===== src/design/msh_pkg.sv =====
package msh_pkg;

  localparam logic [63:0] P1 = 64'hFFFFFFFFFFFFFFC5;
  localparam logic [63:0] P2 = 64'hFFFFFFFFFFFFFFAD;
  localparam logic [6:0]  C1 = 7'd59;
  localparam logic [6:0]  C2 = 7'd83;
  localparam logic [63:0] TRIG_CONST = 64'h9E3779B97F4A7C15;
  localparam logic [63:0] SEED = 64'h0123456789ABCDEF;
  localparam logic [7:0]  PAD_BYTE = 8'h80;

  typedef enum logic [3:0] {
    ST_INIT, ST_IDLE, ST_PERM, ST_WAIT, ST_OUT, ST_RELOAD
  } ctl_state_t;

  // commands from controller to datapath
  typedef struct packed {
    logic load_init;
    logic absorb;
    logic start_perm;
  } dp_cmd_t;

  typedef struct packed {
    logic perm_busy;
    logic perm_done;
  } dp_sts_t;

  function automatic logic [8:0] prime_at(input logic [5:0] i);
    logic [8:0] p;
    begin
      unique case (i)
        6'd0: p = 9'd3;    6'd1: p = 9'd5;    6'd2: p = 9'd7;    6'd3: p = 9'd11;
        6'd4: p = 9'd13;   6'd5: p = 9'd17;   6'd6: p = 9'd19;   6'd7: p = 9'd23;
        6'd8: p = 9'd29;   6'd9: p = 9'd31;   6'd10: p = 9'd37;  6'd11: p = 9'd41;
        6'd12: p = 9'd43;  6'd13: p = 9'd47;  6'd14: p = 9'd53;  6'd15: p = 9'd59;
        6'd16: p = 9'd61;  6'd17: p = 9'd67;  6'd18: p = 9'd71;  6'd19: p = 9'd73;
        6'd20: p = 9'd79;  6'd21: p = 9'd83;  6'd22: p = 9'd89;  6'd23: p = 9'd97;
        6'd24: p = 9'd101; 6'd25: p = 9'd103; 6'd26: p = 9'd107; 6'd27: p = 9'd109;
        6'd28: p = 9'd113; 6'd29: p = 9'd127; 6'd30: p = 9'd131; 6'd31: p = 9'd137;
        6'd32: p = 9'd139; 6'd33: p = 9'd149; 6'd34: p = 9'd151; 6'd35: p = 9'd157;
        6'd36: p = 9'd163; 6'd37: p = 9'd167; 6'd38: p = 9'd173; 6'd39: p = 9'd179;
        6'd40: p = 9'd181; 6'd41: p = 9'd191; 6'd42: p = 9'd193; 6'd43: p = 9'd197;
        6'd44: p = 9'd199; 6'd45: p = 9'd211; 6'd46: p = 9'd223; 6'd47: p = 9'd227;
        6'd48: p = 9'd229; 6'd49: p = 9'd233; 6'd50: p = 9'd239; 6'd51: p = 9'd241;
        6'd52: p = 9'd251; 6'd53: p = 9'd257; 6'd54: p = 9'd263; 6'd55: p = 9'd269;
        6'd56: p = 9'd271; 6'd57: p = 9'd277; 6'd58: p = 9'd281; 6'd59: p = 9'd283;
        6'd60: p = 9'd293; 6'd61: p = 9'd307; 6'd62: p = 9'd311; default: p = 9'd313;
      endcase
      return p;
    end
  endfunction

  // first fold of the high half: lo + hi * c, fits in 72 bits
  function automatic logic [71:0] fold_hi(input logic [127:0] w, input logic [6:0] c);
    logic [71:0] s;
    begin
      s = {8'd0, w[63:0]} + {8'd0, w[127:64]} * {65'd0, c};
      return s;
    end
  endfunction

  // second fold, carry fold, one conditional subtract
  function automatic logic [63:0] fold_lo(input logic [71:0] s, input logic [6:0] c,
                                          input logic [63:0] p);
    logic [71:0]  t;
    logic [64:0]  r;
    begin
      t = {8'd0, s[63:0]} + {64'd0, s[71:64]} * {65'd0, c};
      r = {1'b0, t[63:0]};
      if (t[64]) r = {1'b0, t[63:0]} + {58'd0, c};
      if (r[63:0] >= p) r = {1'b0, r[63:0] - p};
      return r[63:0];
    end
  endfunction

endpackage


===== src/design/msh_ctrl.sv =====
module msh_ctrl import msh_pkg::*; (
  input  logic       clk,
  input  logic       rst_n,
  input  logic       in_valid,
  input  logic       in_last,
  output logic       in_stall,
  output logic       out_valid,
  input  logic       out_stall,
  output logic [1:0] word_index,
  output logic       digest_last,
  input  dp_sts_t    sts,
  output dp_cmd_t    cmd
);
  ctl_state_t state_r, state_nxt;
  logic       emit_r, emit_nxt;
  logic [1:0] idx_r, idx_nxt;

  always_ff @(posedge clk) begin
    if (!rst_n) begin
      state_r <= ST_INIT;
      emit_r  <= 1'b0;
      idx_r   <= '0;
    end else begin
      state_r <= state_nxt;
      emit_r  <= emit_nxt;
      idx_r   <= idx_nxt;
    end
  end

  always_comb begin
    state_nxt = state_r;
    emit_nxt  = emit_r;
    idx_nxt   = idx_r;
    cmd       = '0;
    in_stall  = 1'b1;
    out_valid = 1'b0;
    unique case (state_r)
      ST_INIT: begin
        cmd.load_init = 1'b1;
        state_nxt = ST_RELOAD;
      end
      ST_RELOAD: begin
        cmd.start_perm = 1'b1;
        emit_nxt = 1'b0;
        state_nxt = ST_WAIT;
      end
      ST_IDLE: begin
        in_stall = 1'b0;
        if (in_valid) begin
          cmd.absorb = 1'b1;
          emit_nxt = in_last;
          idx_nxt = '0;
          state_nxt = ST_PERM;
        end
      end
      ST_PERM: begin
        cmd.start_perm = 1'b1;
        state_nxt = ST_WAIT;
      end
      ST_WAIT: begin
        if (sts.perm_done) state_nxt = emit_r ? ST_OUT : ST_IDLE;
      end
      ST_OUT: begin
        out_valid = 1'b1;
        if (!out_stall) begin
          idx_nxt = idx_r + 2'd1;
          if (idx_r == 2'd3) begin
            cmd.load_init = 1'b1;
            state_nxt = ST_RELOAD;
          end else begin
            state_nxt = ST_PERM;
          end
        end
      end
      default: state_nxt = ST_INIT;
    endcase
  end

  assign word_index  = idx_r;
  assign digest_last = idx_r == 2'd3;
endmodule


===== config.mk =====
export PLATFORM = sky130hd
export DESIGN_NAME = msh_ctrl
export DESIGN_NICKNAME = d
export VERILOG_FILES = /design/src/design/msh_pkg.sv /design/src/design/msh_ctrl.sv
export SDC_FILE = /design/constraint.sdc
export NUM_CORES = 1
export LEC_CHECK = 0
export ABC_AREA = 1
export BUFFER_PORTS_ARGS = -buffer_cell sky130_fd_sc_hd__buf_2
export CORE_AREA = 4 4 41 43
export DETAILED_ROUTE_END_ITERATION = 10
export DIE_AREA = 0 0 45 47
export PLACE_DENSITY = 0.56
export SETUP_SLACK_MARGIN = 0.3
export SLEW_MARGIN = 20
export SYNTH_ARGS = -nofsm -noshare
export SYNTH_HDL_FRONTEND = slang
export SYNTH_SLANG_ARGS = --single-unit

===== constraint.sdc =====
create_clock -name clk -period 1.2 [get_ports clk]
set_input_delay 0.06 -clock clk [delete_from_list [all_inputs] [get_ports clk]]
set_output_delay 0.06 -clock clk [all_outputs]
set_load 0.005 [all_outputs]

==> flow_summary_export.csv, run 1 <==
group,metric,value,unit
drt,first_iter_violations,3,
clocking,cts-hold-fix-buffers,0,
drt,detailroute.via_count,426,
floorplan,rows,13,
status,outcome,"finished, final reports clean",
timing,rsz0062_at_grt,"yes",
global_routing,grt_usage,10.3,%
placement,detailedPlacementHpwl,714,um
clocking,clk_latency_worst_skew_pair,240,ps
clocking,clock_path_buffers,2,
clocking,cts_root_buffer,"sky130_fd_sc_hd__clkbuf_4",
global_routing,grt_remaining_overflow,0,
logic_synthesis,synth_cell_type_count,14,
timing,smallest_hold_slack,49.7,ps
logic_synthesis,syn-instance-count,58,
worst_setup_path,timing.critical_path.required,1140,ps
worst_setup_path,arrival,1070,ps
min_path,timing.hold.worst.class,"input port to flop",
drt,postRouteAntennaNets,0,
global_routing,antenna_found_initial,0,
timing,slew-limit-headroom,89.3,%
power,powerDensity,2160,nW/um2
run,max_cap_violations,0,
logic_synthesis,number_of_synthesis_warnings,0,
timing,max_freq,0.882,GHz
timing,period_needed,1130,ps
worst_setup_path,setup.worst_path.class,"flop to primary output",
timing,slew_violations,0,
timing,clock_skew,9.36,ps
placement,io_buffers,13,
logic_synthesis,synth_area_per_cell,6.19,um2
floorplan,dieHeight,47,um
global_routing,largest_net_degree_at_the_start_of_global_routing,8,
placement,gp_congestion,0.766,
worst_setup_path,critical_path_peak_fanout,6,
floorplan,floorplan.initialDensity,27.6,%
timing,setup_total_negative_slack,0,ps
layout,layout.nets,91,
layout,multi_input_comb_area,283,um2
floorplan,floorplan.io_pins,15,
layout,diodes,0,
timing,report.final.setup_viol,0,
clocking,path_clk_slew,50,ps
timing,period_share,94.5,%
clocking,htree_levels,1,
floorplan,dieArea,2120,um2
worst_setup_path,timing.critical_path.from_type,"flop",
drt,drt-vias-per-instance,4.39,
logic_synthesis,seq_area_frac_synth,33.4,%
worst_setup_path,worstSetupEndpointType,"primary output",
layout,post_route_core_utilization,48.4,%
global_routing,grt_pass1_wl,1560,um
power,vdd_drop_max,883,uV
drt,routed_wire_length_per_instance,9.88,um
power,cellLeakagePower,0.304,nW
layout,layout-drive-gt1-share,54.9,%
floorplan,fp.dieW,45,um
clocking,cts.sinks,6,
clocking,tritoncts_clock_tree,"yes",
global_routing,first_global_vias,394,
layout,areaGrowthSynthToFinish,75.3,%
floorplan,placeable_core_region,1300,um2
drt,post-route-drc-count,0,
drt,totalWireLength,958,um
clocking,cts_made_buffers,3,
logic_synthesis,syn-cell-area,359,um2
layout,final-seq-area,134,um2
logic_synthesis,synth.net_count,66,
logic_synthesis,postSynthRegisterBits,6,
timing,max_slew.worst_pin.slew,160,ps
layout,filler_cell_count,147,
timing,hold_viol_final,0,
drt,detailedRoute.firstPassIterationCount,2,
-- cell usage after synthesis --
library cell	number	share of area, %
sky130_fd_sc_hd__nand3_2	1	2.8
sky130_fd_sc_hd__nand2_1	18	19
sky130_fd_sc_hd__inv_1	8	8.4
sky130_fd_sc_hd__nor2_1	6	6.3
sky130_fd_sc_hd__inv_2	1	1.0
sky130_fd_sc_hd__o21ai_2	1	2.4
sky130_fd_sc_hd__a21oi_1	7	9.8
sky130_fd_sc_hd__nand3b_1	1	2.1
sky130_fd_sc_hd__o21ai_1	1	1.4
sky130_fd_sc_hd__dfxtp_1	6	33
sky130_fd_sc_hd__ha_1	1	3.5
sky130_fd_sc_hd__o21ai_0	3	4.2
sky130_fd_sc_hd__nand3_1	3	4.2
sky130_fd_sc_hd__nand4_1	1	1.7
-- per-stage QoR --
stage | worst slack (ps) | cells | power (mW) | cell area [um2]
after floorplan | 241 | 58 | 0.775 | 420
after global placement | 131 | 86 | 0.939 | 504
after detailed placement | 126 | 86 | 0.939 | 504
after CTS | 63.3 | 95 | 1.27 | 584
after global routing | -7.18 | 97 | 1.48 | 629
final | 66.4 | 97 | 1.36 | 629
-- registers in the layout, indices dropped and copies added, names as in the netlist --
name and count:
word_index 2, emit_r 1, state_r 3
-- where the power goes --
part	switching [mW]	total [mW]	internal, mW
combinational	0.391	0.784	0.393
clock	0.0701	0.196	0.126
sequential	0.0974	0.378	0.280
-- final timing paths --
kind	from	to	slack, ps	cells past startpoint
min reg2reg	emit_r$_SDFFE_PN0P_	emit_r$_SDFFE_PN0P_	480	2
max reg2reg	state_r[0]$_SDFFE_PN0P_	state_r[2]$_SDFFE_PN0P_	120	6
min	rst_n	state_r[1]$_SDFFE_PN0P_	50	3
max	state_r[0]$_SDFFE_PN0P_	cmd[2]	70	4
-- cells by family after synthesis --
group,Yosys count,synth area share [%]
DFF,6,33.5
adders and majority gates,1,3.48
AOI/OAI and AO/OA,12,17.8
and+or+nand+nor,30,35.9
buffers and inverters,9,9.41
-- cell usage in the layout (no fill, tap or decap), drive strengths merged, types with 4 or more instances in the layout --
master   n
o21ai    5
clkbuf   4
nand3    4
a21oi    7
nor2     6
buf     20
inv      9
dfxtp    6
nand2   18
-- what timing repair did --
action / CTS / global route
cloned: 0 / 0
gates resized for setup: 3 / 10
endpoints found under the setup margin: 12 / 12
setup buffers: 5 / 2
pin swaps: 4 / 5
-- layout make-up --
class	instances	area share (%)
Sequential cell	6	21.3
Timing Repair Buffer	20	20.9
Tap cell	15	2.98
Multi-Input combinational cell	43	44.9
Inverter	9	5.77
Clock buffer	4	4.17
-- routing by layer --
metal	share of wire, %	wire, um	global-route usage, %	vias to the layer above
li1	-	-	-	234
met1	42	400	12.4	186
met2	54	513	16.9	6
met3	4.6	44	1.53	0
met4	0	0	7.02	0
met5	0	0	0	-
-- worst max-delay path: stages, from the launching register on --
cell and delay [ps]:
sky130_fd_sc_hd__dfxtp_4 360, sky130_fd_sc_hd__nor2_4 170, sky130_fd_sc_hd__o21ai_4 90, sky130_fd_sc_hd__a21oi_2 90, sky130_fd_sc_hd__buf_2 120
(Power assumes the default switching activity.)
==> run 2, diff against run 1 <==
--- a/config.mk
+++ b/config.mk
@@ -10,6 +10,7 @@
 export CORE_AREA = 4 4 41 43
 export DETAILED_ROUTE_END_ITERATION = 10
 export DIE_AREA = 0 0 45 47
+export HOLD_SLACK_MARGIN = 0.12
 export PLACE_DENSITY = 0.56
 export SETUP_SLACK_MARGIN = 0.3
 export SLEW_MARGIN = 20
==> flow_summary_export.csv, run 2 (synthesized netlist as in run 1, its figures left out) <==
group,metric,value,unit
power,vdd_drop_max,908,uV
worst_setup_path,arrival,1070,ps
placement,placedInstanceArea,504,um2
drt,detailroute.via_count,432,
power,powerDensity,2100,nW/um2
floorplan,fp.dieW,45,um
timing,report.final.setup_viol,0,
drt,routed_wire_length_per_instance,9.92,um
global_routing,largest_net_degree_at_the_start_of_global_routing,8,
timing,period_needed,1130,ps
floorplan,floorplan.io_pins,15,
worst_setup_path,setup.worst_path.class,"flop to primary output",
clocking,cts.sinks,6,
drt,drt-vias-per-instance,4.36,
layout,layout.nets,93,
clocking,htree_levels,1,
timing,max_slew.worst_pin.slew,160,ps
global_routing,grt_remaining_overflow,0,
timing,max_freq,0.882,GHz
power,cellLeakagePower,0.313,nW
timing,rsz0062_at_grt,"yes",
placement,place_inst,86,
clocking,cts_made_buffers,3,
drt,totalWireLength,982,um
layout,stdcell_count,99,
placement,detailedPlacementHpwl,714,um
clocking,tritoncts_clock_tree,"yes",
layout,layout_commonest_cell,"sky130_fd_sc_hd__nand2_1",
drt,postRouteAntennaNets,0,
drt,detailedRoute.firstPassIterationCount,2,
layout,post_route_core_utilization,49.9,%
clocking,path_clk_slew,50,ps
layout,layout_common_cells,"sky130_fd_sc_hd__nand2_1, sky130_fd_sc_hd__buf_2, sky130_fd_sc_hd__inv_1, sky130_fd_sc_hd__buf_4, sky130_fd_sc_hd__a21oi_1",
timing,hold_viol_final,0,
min_path,timing.hold.worst.class,"input port to flop",
timing,slew_violations,0,
placement,gp_congestion,0.766,
layout,finalInstanceArea,649,um2
global_routing,grt_usage,10.6,%
clocking,cts_root_buffer,"sky130_fd_sc_hd__clkbuf_4",
clocking,clk_latency_worst_skew_pair,240,ps
worst_setup_path,worstSetupEndpointType,"primary output",
run,max_cap_violations,0,
layout,layout-drive-gt1-share,53.6,%
floorplan,dieHeight,47,um
floorplan,placeable_core_region,1300,um2
layout,diodes,0,
global_routing,antenna_found_initial,0,
layout,largest_reg_flops,3,
clocking,clock_path_buffers,2,
worst_setup_path,critical_path_peak_fanout,6,
timing,slew-limit-headroom,89.3,%
global_routing,first_global_vias,398,
power,design_power_total,1.36,mW
timing,clock_skew,9.43,ps
drt,post-route-drc-count,0,
placement,io_buffers,13,
floorplan,dieArea,2120,um2
layout,top_register,"state_r",
floorplan,floorplan.initialDensity,27.6,%
layout,areaGrowthSynthToFinish,80.8,%
worst_setup_path,timing.critical_path.required,1140,ps
status,outcome,"finished, final reports clean",
drt,first_iter_violations,3,
timing,period_share,94.5,%
global_routing,grt_pass1_wl,1610,um
floorplan,rows,13,
worst_setup_path,timing.critical_path.from_type,"flop",
-- run 2: cell types whose count changed in the layout (fill, tap and decap cells not counted), sizes merged --
cell,delta
dlygate4sd3,+2
-- run 2: critical path, stage by stage (launching register included) --
cell and delay [ps]:
sky130_fd_sc_hd__dfxtp_4 360, sky130_fd_sc_hd__nor2_4 170, sky130_fd_sc_hd__o21ai_4 90, sky130_fd_sc_hd__a21oi_2 90
sky130_fd_sc_hd__buf_2 120
-- run 2: through the flow --
stage	setup slack (ps)	setup TNS, ps	hold slack (ps)
after global routing	-7.18	-7.18	151
after detailed placement	126	0	280
after floorplan	241	0	158
final	66.3	0	146
after global placement	131	0	274
after CTS	63.3	0	134
-- run 2: power breakdown --
group | total, mW | switching, mW | internal [mW]
Sequential | 0.378 | 0.0974 | 0.280
Combinational | 0.789 | 0.392 | 0.397
Clock | 0.196 | 0.0702 | 0.126
-- run 2: metal layers --
metal	GRT usage [%]	up-vias	wire length (um)
met5	0	-	0
met4	7.02	0	0
met3	1.53	0	43
met2	17.5	6	529
met1	12.8	188	409
li1	-	238	-
-- run 2: timing repair --
action	in CTS	in global routing
gates resized for setup	3	10
hold endpoints to repair	4	0
setup buffers	5	2
endpoints found under the setup margin	12	12
pin swaps	4	5
hold buffers	2	0
-- run 2: path summary, 6_finish.rpt --
path,startpoint,end,slack [ps],cells after the start
max,state_r[0]$_SDFFE_PN0P_,cmd[2],70,4
min,out_stall,state_r[2]$_SDFFE_PN0P_,150,3
max reg2reg,state_r[0]$_SDFFE_PN0P_,state_r[2]$_SDFFE_PN0P_,120,6
min reg2reg,emit_r$_SDFFE_PN0P_,emit_r$_SDFFE_PN0P_,490,2
-- run 2: area by class of cell --
type                    instances  area [um2]
well taps                      15        18.8
fillers                       144         652
repair buffers                 22         151
inverters                       9        36.3
clock buffers                   4        26.3
multi-input cells              43         283
flip-flops and latches          6         134
